File: config.mk
export PLATFORM = sky130hd
export DESIGN_NAME = key_value_line_lookup_flat
export DESIGN_NICKNAME = d
export VERILOG_FILES = /design/src/hw/rtl/kvll_pkg.sv /design/src/hw/rtl/kvll_item_if.sv /design/src/hw/rtl/kvll_result_if.sv /design/src/hw/rtl/kvll_cfg_if.sv /design/src/hw/rtl/kvll_key_store.sv /design/src/hw/rtl/key_value_line_lookup.sv /design/src/flat_wrapper.sv
export SDC_FILE = /design/constraint.sdc
export NUM_CORES = 1
export LEC_CHECK = 0
export ABC_AREA = 1
export BUFFER_PORTS_ARGS = -buffer_cell sky130_fd_sc_hd__buf_2
export CORE_MARGIN = 3
export CORE_UTILIZATION = 55
export CTS_BUF_LIST = sky130_fd_sc_hd__clkbuf_4
export DETAILED_ROUTE_END_ITERATION = 12
export GPL_TIMING_DRIVEN = 0
export PLACE_DENSITY_LB_ADDON = 0.15
export RECOVER_POWER = 25
export SLEW_MARGIN = 25
export SYNTH_ARGS = -nofsm -noshare
export SYNTH_HDL_FRONTEND = slang
export SYNTH_SLANG_ARGS = --single-unit
File: constraint.sdc
create_clock -name clk -period 8.3 [get_ports clk]
set_clock_uncertainty 0.05 [all_clocks]
set_input_delay 1.66 -clock clk [delete_from_list [all_inputs] [get_ports clk]]
set_output_delay 1.66 -clock clk [all_outputs]
set_load 0.03 [all_outputs]
File: src/hw/rtl/kvll_pkg.sv
// ----------------------------------------------------------------------------
// kvll_pkg: shared definitions for the key/value line lookup
// Byte codes, status codes, register indexes and default sizes.
// ----------------------------------------------------------------------------
package kvll_pkg;

  // default sizes
  localparam int KEY_BYTES_DEF = 32;
  localparam int MAX_VALUE_DEF = 64;

  // register file layout
  localparam int CFG_INDEX_W = 3;
  localparam int CFG_DATA_W  = 64;
  localparam int KEY_LEN_W   = 6;
  localparam int KEY_WORDS   = 4;

  localparam logic [CFG_INDEX_W-1:0] REG_KEY_LENGTH = 3'd0;
  localparam logic [CFG_INDEX_W-1:0] REG_KEY_WORD_0 = 3'd1;

  // special bytes
  localparam logic [7:0] CH_EQUAL   = 8'h3D;
  localparam logic [7:0] CH_NEWLINE = 8'h0A;

  // result status
  typedef enum logic [1:0] {
    ST_FOUND   = 2'd0,
    ST_EMPTY   = 2'd1,
    ST_ERROR   = 2'd2,
    ST_MISSING = 2'd3
  } status_t;

endpackage

File: src/hw/rtl/kvll_item_if.sv
// ----------------------------------------------------------------------------
// kvll_item_if: input byte channel
// One file byte per item plus start, end and error flags.
// ----------------------------------------------------------------------------
interface kvll_item_if;
  logic       valid;
  logic       ready;
  logic [7:0] data_byte;
  logic       first_of_file;
  logic       end_of_file;
  logic       read_error;

  modport source (output valid, data_byte, first_of_file, end_of_file, read_error,
                  input ready);
  modport sink   (input valid, data_byte, first_of_file, end_of_file, read_error,
                  output ready);
endinterface

File: src/hw/rtl/kvll_result_if.sv
// ----------------------------------------------------------------------------
// kvll_result_if: result channel
// Value bytes and the final status of a search.
// ----------------------------------------------------------------------------
interface kvll_result_if;
  logic       valid;
  logic       ready;
  logic [7:0] value_byte;
  logic       value_valid;
  logic       last;
  logic [1:0] status;

  modport source (output valid, value_byte, value_valid, last, status, input ready);
  modport sink   (input valid, value_byte, value_valid, last, status, output ready);
endinterface

File: src/hw/rtl/kvll_cfg_if.sv
// ----------------------------------------------------------------------------
// kvll_cfg_if: register write channel
// Register index and 64-bit write data.
// ----------------------------------------------------------------------------
interface kvll_cfg_if;
  logic        valid;
  logic        ready;
  logic [2:0]  reg_index;
  logic [63:0] wr_data;

  modport source (output valid, reg_index, wr_data, input ready);
  modport sink   (input valid, reg_index, wr_data, output ready);
endinterface

File: src/hw/rtl/kvll_key_store.sv
// ----------------------------------------------------------------------------
// kvll_key_store: key registers
// Holds key length and key bytes, gives the clamped length and one key byte.
// ----------------------------------------------------------------------------
module kvll_key_store #(
  parameter int KEY_BYTES = kvll_pkg::KEY_BYTES_DEF
) (
  input  logic                                clk,
  input  logic                                rst,
  input  logic                                wr_en,
  input  logic [kvll_pkg::CFG_INDEX_W-1:0]    wr_index,
  input  logic [kvll_pkg::CFG_DATA_W-1:0]     wr_data,
  input  logic [$clog2(KEY_BYTES+1)-1:0]      rd_idx,
  output logic [$clog2(KEY_BYTES+1)-1:0]      key_len,
  output logic [7:0]                          key_byte
);
  import kvll_pkg::*;

  localparam int KIDX_W  = $clog2(KEY_BYTES + 1);
  localparam int KADDR_W = (KEY_BYTES > 1) ? $clog2(KEY_BYTES) : 1;

  logic [KEY_LEN_W-1:0] key_length;
  logic [7:0]           key_mem [KEY_BYTES];

  // register writes; key byte b lives in word b/8 at bits 8*(b%8)
  always_ff @(posedge clk) begin
    if (rst) begin
      key_length <= '0;
      for (int b = 0; b < KEY_BYTES; b++) begin
        key_mem[b] <= '0;
      end
    end else if (wr_en) begin
      if (wr_index == REG_KEY_LENGTH) begin
        key_length <= wr_data[KEY_LEN_W-1:0];
      end
      for (int b = 0; b < KEY_BYTES; b++) begin
        if (wr_index == REG_KEY_WORD_0 + CFG_INDEX_W'(b / 8)) begin
          key_mem[b] <= wr_data[8*(b%8) +: 8];
        end
      end
    end
  end

  // lengths above the store size count as the full store
  assign key_len = (key_length > KEY_LEN_W'(KEY_BYTES)) ? KIDX_W'(KEY_BYTES)
                                                        : KIDX_W'(key_length);

  // key byte at the match position
  assign key_byte = (rd_idx < KIDX_W'(KEY_BYTES)) ? key_mem[rd_idx[KADDR_W-1:0]] : 8'h00;

endmodule

File: src/hw/rtl/key_value_line_lookup.sv
// ----------------------------------------------------------------------------
// key_value_line_lookup: key=value line search on a byte stream
// Matches the configured key at line start, then returns its value bytes.
// ----------------------------------------------------------------------------
// Timing: a result is registered and shown in the cycle after the item that causes it is accepted.
// Throughput: 1 item per cycle while results are taken; the one-deep result
//   register sets this, the byte compare and mode update are combinational.
// Reset (rst, synchronous): search back at line start, counters and key
//   registers zero, result register empty.
module key_value_line_lookup #(
  parameter int KEY_BYTES = kvll_pkg::KEY_BYTES_DEF,
  parameter int MAX_VALUE = kvll_pkg::MAX_VALUE_DEF
) (
  input  logic          clk,
  input  logic          rst,
  kvll_item_if.sink     item,
  kvll_result_if.source result,
  kvll_cfg_if.sink      cfg
);
  import kvll_pkg::*;

  localparam int KIDX_W = $clog2(KEY_BYTES + 1);
  localparam int VCNT_W = $clog2(MAX_VALUE + 1);

  typedef enum logic [1:0] {
    MODE_MATCH,
    MODE_SKIP,
    MODE_VALUE,
    MODE_DONE
  } mode_t;

  // search state
  mode_t             scan_mode, scan_mode_next;
  logic [KIDX_W-1:0] key_index, key_index_next;
  logic [VCNT_W-1:0] value_count, value_count_next;

  // result register
  logic    res_valid;
  logic [7:0] res_byte;
  logic    res_value_valid;
  logic    res_last;
  status_t res_status;

  // working values
  mode_t             mode_cur;
  logic [KIDX_W-1:0] kidx_cur;
  logic [VCNT_W-1:0] vcnt_cur, vcnt_inc;
  logic [KIDX_W-1:0] key_len;
  logic [7:0]        key_byte;
  logic              is_nl, is_eq;
  logic              emit;
  logic [7:0]        e_byte;
  logic              e_value_valid;
  logic              e_last;
  status_t           e_status;
  logic              item_acc;

  // key registers
  kvll_key_store #(.KEY_BYTES(KEY_BYTES)) u_key_store (
    .clk      (clk),
    .rst      (rst),
    .wr_en    (cfg.valid && cfg.ready),
    .wr_index (cfg.reg_index),
    .wr_data  (cfg.wr_data),
    .rd_idx   (kidx_cur),
    .key_len  (key_len),
    .key_byte (key_byte)
  );

  assign cfg.ready  = 1'b1;
  assign item.ready = !res_valid || result.ready;
  assign item_acc   = item.valid && item.ready;

  // one item: restart, then finished search, empty key, error, end of file, data byte
  always_comb begin
    mode_cur = item.first_of_file ? MODE_MATCH : scan_mode;
    kidx_cur = item.first_of_file ? '0 : key_index;
    vcnt_cur = item.first_of_file ? '0 : value_count;
    vcnt_inc = vcnt_cur + 1'b1;
    is_nl    = (item.data_byte == CH_NEWLINE);
    is_eq    = (item.data_byte == CH_EQUAL);

    scan_mode_next   = mode_cur;
    key_index_next   = kidx_cur;
    value_count_next = vcnt_cur;
    emit             = 1'b0;
    e_byte           = 8'h00;
    e_value_valid    = 1'b0;
    e_last           = 1'b0;
    e_status         = ST_FOUND;

    if (mode_cur == MODE_DONE) begin
      emit = 1'b0;
    end else if (mode_cur != MODE_VALUE && key_len == '0) begin
      emit     = 1'b1;
      e_last   = 1'b1;
      e_status = ST_EMPTY;
    end else if (item.read_error) begin
      emit     = 1'b1;
      e_last   = 1'b1;
      e_status = ST_ERROR;
    end else if (mode_cur == MODE_VALUE) begin
      emit = 1'b1;
      if (item.end_of_file || is_nl) begin
        e_last = 1'b1;
      end else begin
        value_count_next = vcnt_inc;
        e_byte           = item.data_byte;
        e_value_valid    = 1'b1;
        e_last           = (vcnt_inc >= VCNT_W'(MAX_VALUE));
      end
    end else if (item.end_of_file) begin
      emit     = 1'b1;
      e_last   = 1'b1;
      e_status = ST_MISSING;
    end else if (mode_cur == MODE_SKIP) begin
      if (is_nl) begin
        scan_mode_next = MODE_MATCH;
        key_index_next = '0;
      end
    end else if (kidx_cur >= key_len) begin
      // whole key seen: '=' opens the value
      if (is_eq) begin
        scan_mode_next   = MODE_VALUE;
        value_count_next = '0;
      end else if (is_nl) begin
        key_index_next = '0;
      end else begin
        scan_mode_next = MODE_SKIP;
      end
    end else if (item.data_byte == key_byte) begin
      key_index_next = kidx_cur + 1'b1;
    end else if (is_nl) begin
      key_index_next = '0;
    end else begin
      scan_mode_next = MODE_SKIP;
    end

    if (emit && e_last) begin
      scan_mode_next = MODE_DONE;
    end
  end

  // state and result valid
  always_ff @(posedge clk) begin
    if (rst) begin
      scan_mode   <= MODE_MATCH;
      key_index   <= '0;
      value_count <= '0;
      res_valid   <= 1'b0;
    end else begin
      if (item_acc) begin
        scan_mode   <= scan_mode_next;
        key_index   <= key_index_next;
        value_count <= value_count_next;
      end
      if (item_acc && emit) begin
        res_valid <= 1'b1;
      end else if (result.ready) begin
        res_valid <= 1'b0;
      end
    end
  end

  // result payload
  always_ff @(posedge clk) begin
    if (item_acc && emit) begin
      res_byte        <= e_byte;
      res_value_valid <= e_value_valid;
      res_last        <= e_last;
      res_status      <= e_status;
    end
  end

  assign result.valid       = res_valid;
  assign result.value_byte  = res_byte;
  assign result.value_valid = res_value_valid;
  assign result.last        = res_last;
  assign result.status      = res_status;

endmodule

File: src/flat_wrapper.sv
// flat-port wrapper written by rule: the top's interface ports become plain ports
module key_value_line_lookup_flat import kvll_pkg::*;
#(
  parameter int KEY_BYTES = kvll_pkg::KEY_BYTES_DEF,
  parameter int MAX_VALUE = kvll_pkg::MAX_VALUE_DEF
)
  (clk, rst, item_valid, item_data_byte, item_first_of_file, item_end_of_file, item_read_error, item_ready, result_valid, result_value_byte, result_value_valid, result_last, result_status, result_ready, cfg_valid, cfg_reg_index, cfg_wr_data, cfg_ready);
  kvll_item_if item_i ();
  kvll_result_if result_i ();
  kvll_cfg_if cfg_i ();
  input  logic clk;
  input  logic rst;
  input wire logic [$bits(item_i.valid)-1:0] item_valid;
  input wire logic [$bits(item_i.data_byte)-1:0] item_data_byte;
  input wire logic [$bits(item_i.first_of_file)-1:0] item_first_of_file;
  input wire logic [$bits(item_i.end_of_file)-1:0] item_end_of_file;
  input wire logic [$bits(item_i.read_error)-1:0] item_read_error;
  output wire logic [$bits(item_i.ready)-1:0] item_ready;
  output wire logic [$bits(result_i.valid)-1:0] result_valid;
  output wire logic [$bits(result_i.value_byte)-1:0] result_value_byte;
  output wire logic [$bits(result_i.value_valid)-1:0] result_value_valid;
  output wire logic [$bits(result_i.last)-1:0] result_last;
  output wire logic [$bits(result_i.status)-1:0] result_status;
  input wire logic [$bits(result_i.ready)-1:0] result_ready;
  input wire logic [$bits(cfg_i.valid)-1:0] cfg_valid;
  input wire logic [$bits(cfg_i.reg_index)-1:0] cfg_reg_index;
  input wire logic [$bits(cfg_i.wr_data)-1:0] cfg_wr_data;
  output wire logic [$bits(cfg_i.ready)-1:0] cfg_ready;
  assign item_i.valid = item_valid;
  assign item_i.data_byte = item_data_byte;
  assign item_i.first_of_file = item_first_of_file;
  assign item_i.end_of_file = item_end_of_file;
  assign item_i.read_error = item_read_error;
  assign item_ready = item_i.ready;
  assign result_valid = result_i.valid;
  assign result_value_byte = result_i.value_byte;
  assign result_value_valid = result_i.value_valid;
  assign result_last = result_i.last;
  assign result_status = result_i.status;
  assign result_i.ready = result_ready;
  assign cfg_i.valid = cfg_valid;
  assign cfg_i.reg_index = cfg_reg_index;
  assign cfg_i.wr_data = cfg_wr_data;
  assign cfg_ready = cfg_i.ready;
  key_value_line_lookup #(.KEY_BYTES(KEY_BYTES), .MAX_VALUE(MAX_VALUE)) u_core (.clk(clk), .rst(rst), .item(item_i), .result(result_i), .cfg(cfg_i));
endmodule
# --- After elaboration in Yosys (flattened, before gate mapping) ---
# Memory sizes are Yosys's and may differ from the RTL's.
# Cells that the tools add are included.
totals:
  register_bits: 34
  ramBits: 256
  elab_cells: 178
  mem_count: 1
op_classes:
  n_addsub: 2
  order_cmp: 4
  eq_ne: 11
  muxes: 103
  bitwise: 33
  reduce_logical: 14
mem_list:
  columns: ["name", "words", "word_bits", "read_ports", "rd_clocked_by_memory_dff", "wr", "line", "rtl"]
  rows:
  - ["u_core.u_key_store.key_mem", 32, 8, 1, 0, 32, "kvll_key_store.sv:23", "logic [7:0] key_mem [KEY_BYTES];"]
op_table:
  columns: ["operator", "count"]
  rows:
  - ["$mux 8", 33]
  - ["$mux 6", 12]
  - ["$mux 7", 10]
  - ["$mux 1", 32]
  - ["$mux 2", 16]
  - ["$or 1x1->1", 32]
  - ["$eq 8x4->1 const B", 1]
  - ["$eq 8x6->1 const B", 1]
  - ["$eq 8x8->1", 1]
  - ["$add 7x1->7 const B", 1]
  - ["$ge 7x7->1 const B", 1]
  - ["$add 6x1->6 const B", 1]
  - ["$eq 3x2->1 const B", 2]
  - ["$ge 6x6->1", 1]
  - ["$gt 6x6->1 const B", 1]
  - ["$logic_not 6->1", 1]
  - ["$lt 6x6->1 const B", 1]
  - ["$reduce_or 5->1", 1]
  - ["$eq 2x2->1 const B", 2]
  - ["$logic_and 1x1->1", 4]
  - ["$reduce_or 4->1", 1]
  - ["$eq 3x1->1 const B", 1]
  - ["$eq 3x3->1 const B", 1]
  - ["$logic_not 3->1", 1]
  - ["8 further kinds", 9]

# --- Longest topological paths before layout ---
# Gate-level depths: netlist of the first run.
logic_depth:
  depth_word: 13
  depth_mapped: 25
  ltp_nobuf: 23

# --- Hierarchy ---
# A second synthesis of the first run with hierarchy kept.
hier_totals:
  cells_unflattened: 1589
  hier_area_um2: 14059.7
modules_own_cells:
  columns: ["mod", "instances", "cells_per_inst", "area_per_inst_um2", "seq_area_each_um2"]
  rows:
  - ["kvll_key_store", 1, 1222, 11768.8, 7807.5]
  - ["key_value_line_lookup", 1, 367, 2290.9, 680.7]

# --- Least setup slack after synthesis of the first run ---
# No wires, ideal clock.
synth_path:
  path_kind: "input -> register"
  startpoint: "input port cfg_valid"
  endpoint: "memory u_core.u_key_store.key_mem[16][0] (enable)"
  arrival_ps: 6448
  t_required_ps: 7675
  path_slack_ps: 1227
  path_stages: 4
  path_buffers: 0
  path_cell_list: "inv_1 -> nor2_1 -> nand2_1 -> o21ai_0"
synth_lines:
  columns: ["element", "line", "rtl"]
  rows:
  - ["start, declared", "flat_wrapper.sv:25", "input wire logic [$bits(cfg_i.valid)-1:0] cfg_valid;"]
  - ["end, declared", "kvll_key_store.sv:23", null]

# --- Worst setup path after layout of the first run ---
layout_path:
  startpoint: "input port item_first_of_file"
  endpoint: "register u_core.value_count[4]"
layout_between:
  elab_chain_len: 9
layout_lines:
  columns: ["element", "line", "rtl"]
  rows:
  - ["start, declared", "flat_wrapper.sv:15", "input wire logic [$bits(item_i.first_of_file)-1:0] item_first_of_file;"]
  - ["$mux 6 or $mux 7 (tied branches)", "key_value_line_lookup.sv:77, key_value_line_lookup.sv:78", null]
  - ["$ge 6x6->1 or $mux 7 (tied branches)", "key_value_line_lookup.sv:121, key_value_line_lookup.sv:123", null]
  - ["$mux 7", "key_value_line_lookup.sv:121", "end else if (kidx_cur >= key_len) begin"]
  - ["$mux 7", "key_value_line_lookup.sv:116", "end else if (mode_cur == MODE_SKIP) begin"]
  - ["$mux 7", "key_value_line_lookup.sv:112", "end else if (item.end_of_file) begin"]
  - ["$mux 7", "key_value_line_lookup.sv:102", "end else if (mode_cur == MODE_VALUE) begin"]
  - ["$mux 7", "key_value_line_lookup.sv:98", "end else if (item.read_error) begin"]
  - ["$mux 7", "key_value_line_lookup.sv:94", "end else if (mode_cur != MODE_VALUE && key_len == '0) begin"]
  - ["$mux 7 *", "key_value_line_lookup.sv:92", "if (mode_cur == MODE_DONE) begin"]
  - ["end signal, assigned", "key_value_line_lookup.sv:155", "value_count <= value_count_next;"]
  - ["end, declared", "key_value_line_lookup.sv:35", "logic [VCNT_W-1:0] value_count, value_count_next;"]
# Every way passes the cells marked *; elsewhere a longest branch is shown, timed or not.
# A chain may end at the register's enable or synchronous reset.

==> results of run 1 <==
## routing by layer
layer | vias up | routed length [µm]
met5 | - | 0
met4 | 0 | 1770
met3 | 121 | 5670
met2 | 878 | 20100
met1 | 5636 | 16400
li1 | 5514 | -
## cell type report
| cell class | count | area, µm² | area share |
|---|---|---|---|
| sequential | 290 | 8490 | 0.532 |
| multi-input combinational | 1017 | 4490 | 0.282 |
| clock buffer | 106 | 796 | 0.0499 |
| timing repair buffer | 102 | 653 | 0.0410 |
| inverter | 144 | 541 | 0.0339 |
| buffer | 83 | 424 | 0.0266 |
| tap | 324 | 405 | 0.0254 |
| clock inverter | 21 | 146 | 0.00918 |
| antenna | 1 | 2.50 | 0.000157 |
## state kept, by name, summed over array words and instances (netlist names)
name	count
u_core.result.value_valid	1
u_core.u_key_store.key_mem	256
u_core.scan_mode	2
u_core.result.last	1
u_core.key_index	6
u_core.result.value_byte	8
u_core.value_count	7
u_core.u_key_store.key_length	6
u_core.result.status	2
u_core.result.valid	1
## cells in the final DEF (no fill, tap or decap), types with 2 or more instances in the layout
master and count:
nand2_1 349, nor2_1 281, edfxtp_1 268, nand3_1 253, inv_1 138, buf_2 125, clkbuf_4 106, clkbuf_1 34
a21oi_1 33, o21ai_0 28, dfxtp_1 22, nor3_1 18, clkinv_1 17, nand4_1 10, buf_4 8, ha_1 8
buf_6 6, o211ai_1 6, nand2_4 5, buf_1 5, buf_16 5, inv_2 4, o21ai_1 4, a221oi_1 4
xor2_1 3, a31oi_1 3, nor2_2 2, a21o_1 2, bufinv_16 2, clkinv_4 2, buf_12 2
## metrics by stage
stage / cell area (µm²) / setup TNS, ns
2_1_floorplan: 13900 / 0
3_3_place_gp: 14800 / -128.56
3_5_place_dp: 15000 / 0
4_1_cts: 15900 / 0
5_1_grt: 15900 / 0
6_report: 15900 / 0
## power groups by stage
stage / registers [mW] / clock network [mW] / logic (mW)
global route: 1.75 / 1.34 / 0.442
floorplan: 1.78 / 0 / 0.237
CTS: 1.74 / 1.25 / 0.397
finish: 1.75 / 1.25 / 0.406
global placement: 1.78 / 0 / 0.373
detailed placement: 1.77 / 0 / 0.395
## path summary, 6_finish.rpt
kind	start	slack (ns)	cells past startpoint	to
max	item_first_of_file	3.71	17	u_core.value_count[4]$_SDFFE_PP0P_
min	u_core.value_count[0]$_SDFFE_PP0P_	0.42	2	u_core.value_count[0]$_SDFFE_PP0P_
max reg2reg	u_core.key_index[3]$_SDFFE_PP0P_	4.93	12	u_core.value_count[4]$_SDFFE_PP0P_
min reg2reg	u_core.value_count[0]$_SDFFE_PP0P_	0.42	2	u_core.value_count[0]$_SDFFE_PP0P_
## logic make-up after synthesis
family                   Yosys count
AO/OA/AOI/OAI                     84
XOR/XNOR                           3
buffers and inverters            227
other                              1
adder cells (fa/ha/maj)            8
AND/OR/NAND/NOR                  921
flip-flops                       290
## worst max-delay path, cell delays in order
cell      delay, ns
buf_2          0.14
inv_2          0.07
buf_6          0.17
clkbuf_1       0.68
nand2_1        0.15
clkbuf_1       0.26
inv_1          0.16
ha_1           0.25
nand2_1        0.10
inv_1          0.05
a2111o_1       0.39
buf_1          0.22
nand2_1        0.23
nor2_1         0.06
nand2_1        0.15
nand3_1        0.10
a221oi_1       0.26
==> metrics, run 1 <==
Num CTS Buffers 76; Longest Clk Path Bufs 3; Final Util 0.648; Post-route DRC 0; largest family of logic cells by synthesized area simple AND/OR/NAND/NOR gates; layout cells sized above 1 0.154; cts hold-fix bufs 0; Post-Synth XOR/XNOR Area 0.00189; Cell Area, Synth 13900 µm²; Logic pwr share 0.119; height of the die 165 µm; initial antenna violation count 1; CTS clock-pin slew for the worst setup and hold paths 0.06 ns; post-layout net count 1805; Setup WS post-layout 3.71 ns; Post-Syn Instances 1534; Seq/Total Area, Yosys 0.610; met1 Track Usage GR 0.427; Initial Util 0.565; top cells by count, synth 352 x nand2_1, 281 x nor2_1, 268 x edfxtp_1, 253 x nand3_1, 138 x inv_1; top post-synthesis cells by area edfxtp_1 58%, nand2_1 9.5%, nand3_1 9.1%; row count 57; Tightest Pin Transition 1.09 ns; Final HPWL DP 30000 µm; mux cell area share after synthesis 0; worst min path class reg -> reg; chip width 165 µm; CP Launch Type primary input; RSZ-0062 raised after global routing false; maximum ir drop on the vdd rail 0.000121 V; Compound-Gate Fraction of Synth Area 0.0338; Setup Fix Bufs, Post-CTS 0; Synth Net Count 1625; routed wire length per instance 21.0 µm; Synth area leader edfxtp_1; register share of total power 0.512; Post-synth EDFFs 268; first-pass GRT wire length 64500 µm; # placed instances 1960; post-route insts no fill 2088; Post-Synth Adder-Cell Area 0.00720; Clk pwr share 0.368; global routing's busiest layer met2; Yosys top cell area share 0.579; Core ar. 24600 µm²; CP Max Fanout 10; top-count cell post-synth nand2_1; CTS resizes 0; TritonCTS clock tree yes; Routed Antenna Nets 0; final hold vios 0; Die ar. 27200 µm²; average instance area after synthesis 9.07 µm²; clock sink count 290; WP data arrival 5.12 ns; crit end category flip-flop; Pleak 6.87 nW; dpl ws 3.08 ns; vias in the first global route 11264; Post-synth top flop edfxtp_1; Power Total 3.41 mW; Min Hold Slack 0.418 ns; sw power 921 µW; total track usage 0.322; switch share 0.271; Slew headroom 0.274; Cell Int Power 2.48 mW; Synth cell types 33; largest net degree at the start of global routing 49; M3 GR Usage 0.0883; Port Buffers 95; Worst-Skew Late Latency 0.73 ns; warnings from Yosys 0; Fmax 0.218 GHz; #FFs+latches synth 290; fin crit share 0.553; GRT overflow 0; met2 GRT Util 0.500; DR pass1 iterations 8; final slew viol count 0; max cap viols 0; Critical Path RT 8.83 ns; Area Overhead vs Synth 14.6%; DR vias/cell 5.82; status completed; power per standard cell area 214 nW/µm²; Post-Route WL 43900 µm; I/O pin cnt 98; final number of setup-violating endpoints 0; Post-Synth Simple-Gate Area 0.277; DRT iter0 DRCs 1353; asr flop ratio synth 0; root buf cell clkbuf_4; global placement routability congestion 0.955; H-tree lvl count 3; Setup CP Type in -> reg; # fillers 2066; fin crit period 4.59 ns; DR vias 12149
Power figures use the tool's default switching activity.
==> run 2, diff against run 1 <==
- clock period: 8.3 -> 3.9 ns (I/O delays scaled with it)
==> run 2 against run 1 <==
Net effect: die area did not move; critical path depth is 1 higher; via count is 0.13% higher; combinational power is 110% higher; first-iteration DRC count increased by 10%; largest cell class unchanged; largest power group unchanged.
==> metrics, run 2 (synthesis gave the netlist of run 1 again) <==
height of the die 165 µm (unchanged); max cap viols 0 (unchanged); clock sink count 290 (unchanged); DRT iter0 DRCs 1488 (+10%); Setup Fix Bufs, Post-CTS 0 (unchanged); I/O pin cnt 98 (unchanged); CP dominant cell by count nand2_1; crit path cell chain buf_2, inv_2, buf_6, nand2_4, clkinv_1, buf_2, ha_1, nand2_1, nor2_1, o21ai_0, inv_1, a2111o_1, buf_1, nand2_1, nor2_1, nand2_1, o211ai_1, a221oi_1; total track usage 0.323 (+0.000563); final number of setup-violating endpoints 0 (unchanged); Worst-Skew Late Latency 0.71 ns (-0.02 ns); power per standard cell area 449 nW/µm² (+110%); Area Overhead vs Synth 14.6% (about the same); crit end category flip-flop; maximum ir drop on the vdd rail 0.000308 V (+150%); fin crit share 0.894; Core ar. 24600 µm² (unchanged); chip width 165 µm (unchanged); status completed; post-route insts no fill 2094 (+0.29%); Fmax 0.287 GHz; Tightest Pin Transition 1.20 ns (+0.106 ns); worst min path class in -> reg; CTS resizes 0 (unchanged); CP Max Fanout 19 (+9); Post-Route WL 43200 µm (-1.6%); post-layout net count 1805 (unchanged); # placed instances 1960 (unchanged); first-pass GRT wire length 65200 µm (+1.0%); fin crit period 3.49 ns; GRT overflow 0 (unchanged); final hold vios 0 (unchanged); CP delay by family, top buffers and inverters; most common cell after layout, fill and taps aside nand2_1; cts hold-fix bufs 0 (unchanged); DR vias 12165 (+0.13%); CTS clock-pin slew for the worst setup and hold paths 0.07 ns (about the same); max reg flops 256 (unchanged); Slew headroom 0.203 (-0.0710); Routed Antenna Nets 0 (unchanged); Final HPWL DP 29700 µm (-0.84%); DR pass1 iterations 6 (-2); wire length on met2 19200 µm (-4.4%); Top Metal Used met4; worst path buffer plus inverter count 7 (-1); routed wire length per instance 20.6 µm (-1.9%); slowest CP cell clkinv_1; final slew viol count 0 (unchanged); Die ar. 27200 µm² (unchanged); vias in the first global route 11554 (+2.6%); CP peak stage delay 0.39 ns (-0.29 ns); Setup CP Type in -> reg; H-tree lvl count 3 (unchanged); WP data arrival 3.95 ns (-1.17 ns); layout cells sized above 1 0.158 (+0.00343); Min Hold Slack 0.332 ns (-0.0862 ns); TritonCTS clock tree yes; most frequent cells in the layout 349 x nand2_1, 280 x nor2_1, 268 x edfxtp_1, 253 x nand3_1, 138 x inv_1; Port Buffers 95 (unchanged); RSZ-0062 raised after global routing false; row count 57 (unchanged); Power Total 7.15 mW (+110%); DR vias/cell 5.81 (-0.16%); global placement routability congestion 0.944 (-1.1%); Largest Register u_core.u_key_store.key_mem; Metal-1 WL 16200 µm (-1.4%); Num CTS Buffers 77 (+1.3%); initial antenna violation count 1 (unchanged); Initial Util 0.565 (unchanged); Longest Clk Path Bufs 3 (unchanged); setup TNS 0 ns (unchanged); Pleak 6.88 nW (about the same); CP Launch Type primary input; Critical Path RT 4.36 ns (-4.47 ns); Post-route DRC 0 (unchanged); metal3 WL 5700 µm (+0.60%); root buf cell clkbuf_4; largest net degree at the start of global routing 50 (+2.0%)
==> run 2: cell count changes in the layout (fill, tap and decap cells not counted), sizes merged <==
cell	change
bufinv	-2
inv	+3
clkinv	+1
buf	+1
clkinvlp	+1
clkbuf	+2
==> run 2: worst paths after layout <==
| kind | slack, ns | startpoint | to | depth (start not counted) |
|---|---|---|---|---|
| worst min register to register | 0.42 | u_core.value_count[0]$_SDFFE_PP0P_ | u_core.value_count[0]$_SDFFE_PP0P_ | 2 |
| worst max register to register | 0.49 | u_core.key_index[3]$_SDFFE_PP0P_ | u_core.value_count[3]$_SDFFE_PP0P_ | 15 |
| worst min-delay path | 0.33 | result_ready | u_core.result.valid$_SDFFE_PP0P_ | 4 |
| worst max-delay path | 0.41 | item_first_of_file | u_core.value_count[3]$_SDFFE_PP0P_ | 18 |
==> run 2: worst register-to-register path, stage by stage, from the launching register on <==
cell      delay (ns)
dfxtp_1         0.38
nand2_4         0.19
clkinv_1        0.39
buf_2           0.38
ha_1            0.34
nand2_1         0.07
nor2_1          0.10
o21ai_0         0.08
inv_1           0.06
a2111o_1        0.08
buf_1           0.35
nand2_1         0.25
nor2_1          0.15
nand2_1         0.13
o211ai_1        0.12
a221oi_1        0.09
==> run 2: through the flow <==
step / setup slack [ns] / utilization / cell area, µm²
finish: 0.414 / 0.648 / 15900
floorplan: 0.530 / - / 13900
detailed placement: -0.472 / 0.610 / 15000
global route: 0.220 / 0.648 / 15900
CTS: 0.274 / 0.648 / 15900
global placement: -1.06 / 0.601 / 14800
==> run 2: per-layer routing <==
metal / GRT usage / up-vias
met1: 0.436 / 5601
met2: 0.492 / 892
li1: - / 5520
met4: 0.157 / 0
met5: 0 / -
met3: 0.0780 / 152
==> run 2: power breakdown <==
group | switching (mW) | internal [mW]
Combinational | 0.606 | 0.257
Sequential | 0.0662 | 3.65
Clock | 1.28 | 1.30
Total | 1.95 | 5.20
==> run 2: layout make-up <==
type                       count  area (µm²)
multi-input combinational   1017        4490
timing repair buffer         102         653
tap                          324         405
buffer                        82         422
clock inverter                24         105
inverter                     144         541
sequential                   290        8490
clock buffer                 110         826
fill                        2127        8670
antenna                        1        2.50
==> run 3, diff against run 2 <==
- CAP_MARGIN: not set -> 30
- CTS_BUF_LIST: sky130_fd_sc_hd__clkbuf_4 -> sky130_fd_sc_hd__clkbuf_2
==> run 3 against run 2 <==
Net effect: critical path depth grew 1; core utilization shrank 0.88 points; total power shrank 5.3%; critical path type unchanged.
==> metrics, run 3 (synthesis gave the netlist of run 1 again) <==
CTS resizes 0 (unchanged); register share of total power 0.547 (+0.028); root buf cell clkbuf_2; Pleak 6.84 nW (-0.55%); DR pass1 iterations 8 (+2); metal3 WL 5350 µm (-6.2%); slowest CP cell clkbuf_1; sw power 1.96 mW (+0.51%); Area Overhead vs Synth 13.0%; Top Metal Used met4; CP Launch Type primary input; row count 57 (unchanged); Fmax 0.280 GHz (-2.3%); Longest Clk Path Bufs 3 (unchanged); power per standard cell area 431 nW/µm² (-4.0%); RSZ-0062 raised after global routing false; max cap viols 0 (unchanged); DR vias/cell 5.81 (about the same); Initial Util 0.565 (unchanged); DRT iter0 DRCs 1662 (+12%); Slew headroom 0.353 (+0.150); worst min path class in -> reg; Core ar. 24600 µm² (unchanged); crit end category flip-flop; Die ar. 27200 µm² (unchanged); final slew viol count 0 (unchanged); total track usage 0.323 (about the same); Routed Antenna Nets 0 (unchanged); largest net degree at the start of global routing 50 (unchanged); CP Max Fanout 10 (-9); chip width 165 µm (unchanged); Largest Register u_core.u_key_store.key_mem; CP dominant cell by count nand2_1; CP peak stage delay 0.72 ns (+0.33 ns); Num CTS Buffers 75 (-2.6%); WP data arrival 4.27 ns (+0.32 ns); switch share 0.289 (+0.0166); Power Total 6.78 mW (-5.3%); post-layout net count 1805 (unchanged); DR vias 12146 (-0.16%); TritonCTS clock tree yes; Metal-1 WL 16700 µm (+3.0%); routed wire length per instance 20.9 µm (+1.1%); first-pass GRT wire length 65300 µm (+0.22%); I/O pin cnt 98 (unchanged); global placement routability congestion 0.944 (unchanged); Logic pwr share 0.128 (+0.007); final hold vios 0 (unchanged); initial antenna violation count 1 (unchanged); Tightest Pin Transition 0.962 ns (-0.233 ns); Worst-Skew Late Latency 0.87 ns (+0.16 ns); cts hold-fix bufs 0 (unchanged); Post-route DRC 0 (unchanged); layout cells sized above 1 0.155 (-0.00256); wire length on met2 19600 µm (+1.8%); max reg flops 256 (unchanged); clock sink count 290 (unchanged); Post-Route WL 43600 µm (+0.94%); Cell Int Power 4.82 mW (-7.4%); crit path cell chain buf_2, inv_2, buf_6, clkbuf_1, nand2_1, clkbuf_1, inv_1, ha_1, nand2_1, nor2_1, o21ai_0, inv_1, a2111o_1, buf_1, nand2_1, nor2_1, nand2_1, o211ai_1, a221oi_1; GRT overflow 0 (unchanged); Final HPWL DP 29700 µm (unchanged); maximum ir drop on the vdd rail 0.000300 V (-2.5%); setup TNS 0 ns (unchanged); H-tree lvl count 3 (unchanged); status completed; Setup Fix Bufs, Post-CTS 0 (unchanged); final number of setup-violating endpoints 0 (unchanged); vias in the first global route 11502 (-0.45%); fin crit period 3.57 ns (+0.0807 ns); most common cell after layout, fill and taps aside nand2_1; Port Buffers 95 (unchanged); most frequent cells in the layout 349 x nand2_1, 280 x nor2_1, 268 x edfxtp_1, 253 x nand3_1, 138 x inv_1; CTS clock-pin slew for the worst setup and hold paths 0.10 ns (+0.03 ns); height of the die 165 µm (unchanged); Clk pwr share 0.325 (-0.035); fin crit share 0.915 (+0.0207); Critical Path RT 4.61 ns (+0.25 ns); Setup CP Type in -> reg
==> run 3: cell types whose count changed in the layout (fill, tap and decap cells not counted) <==
cell | before | now
bufinv_16 | 0 | 3
clkbuf_2 | 0 | 104
clkinv_2 | 2 | 1
clkbuf_1 | 32 | 34
inv_2 | 6 | 5
clkbuf_4 | 110 | 0
==> run 3: stage by stage <==
stage	hold WS, ns	instance area (µm²)	util	std cells	setup WS, ns
finish	0.170	15700	0.639	2091	0.333
global route	0.158	15700	0.639	2091	0.136
CTS	0.121	15700	0.638	2089	0.437
detailed placement	0.409	15000	0.610	1960	-0.472
global placement	0.410	14800	0.601	1953	-1.06
floorplan	0.395	13900	-	1534	0.530
==> run 3: power by group through the flow <==
stage / Clock (mW) / Combinational [mW] / Sequential (mW)
CTS: 2.20 / 0.846 / 3.71
finish: 2.20 / 0.865 / 3.71
detailed placement: 0 / 0.842 / 3.78
floorplan: 0 / 0.506 / 3.79
global placement: 0 / 0.794 / 3.79
global route: 2.37 / 0.943 / 3.73
==> run 3: worst paths after layout <==
path	startpoint	to	slack, ns	cells past startpoint
worst max-delay path	item_first_of_file	u_core.value_count[3]$_SDFFE_PP0P_	0.33	19
worst min-delay path	result_ready	u_core.result.valid$_SDFFE_PP0P_	0.17	4
worst min register to register	u_core.value_count[0]$_SDFFE_PP0P_	u_core.value_count[0]$_SDFFE_PP0P_	0.43	2
worst max register to register	u_core.key_index[3]$_SDFFE_PP0P_	u_core.value_count[3]$_SDFFE_PP0P_	0.47	15
==> run 3: final cells by class <==
class,count,area [µm²]
Fill cell,2144,8890
Sequential cell,290,8490
Multi-Input combinational cell,1017,4490
Timing Repair Buffer,103,657
Inverter,144,541
Clock buffer,104,520
Buffer,83,425
Tap cell,324,405
Clock inverter,25,186
Antenna cell,1,2.50
==> run 3: worst max-delay path: cells and delay by family <==
kind,cells,cell delay (ns)
and+or+nand+nor,6,0.74
buffers and inverters,8,1.81
AOI/OAI and AO/OA,4,0.69
adders and majority gates,1,0.25
==> run 3: metal layers <==
metal / track usage / up-vias
met2: 0.500 / 852
met4: 0.143 / 0
met1: 0.444 / 5632
met5: 0 / -
met3: 0.0667 / 153
li1: - / 5509
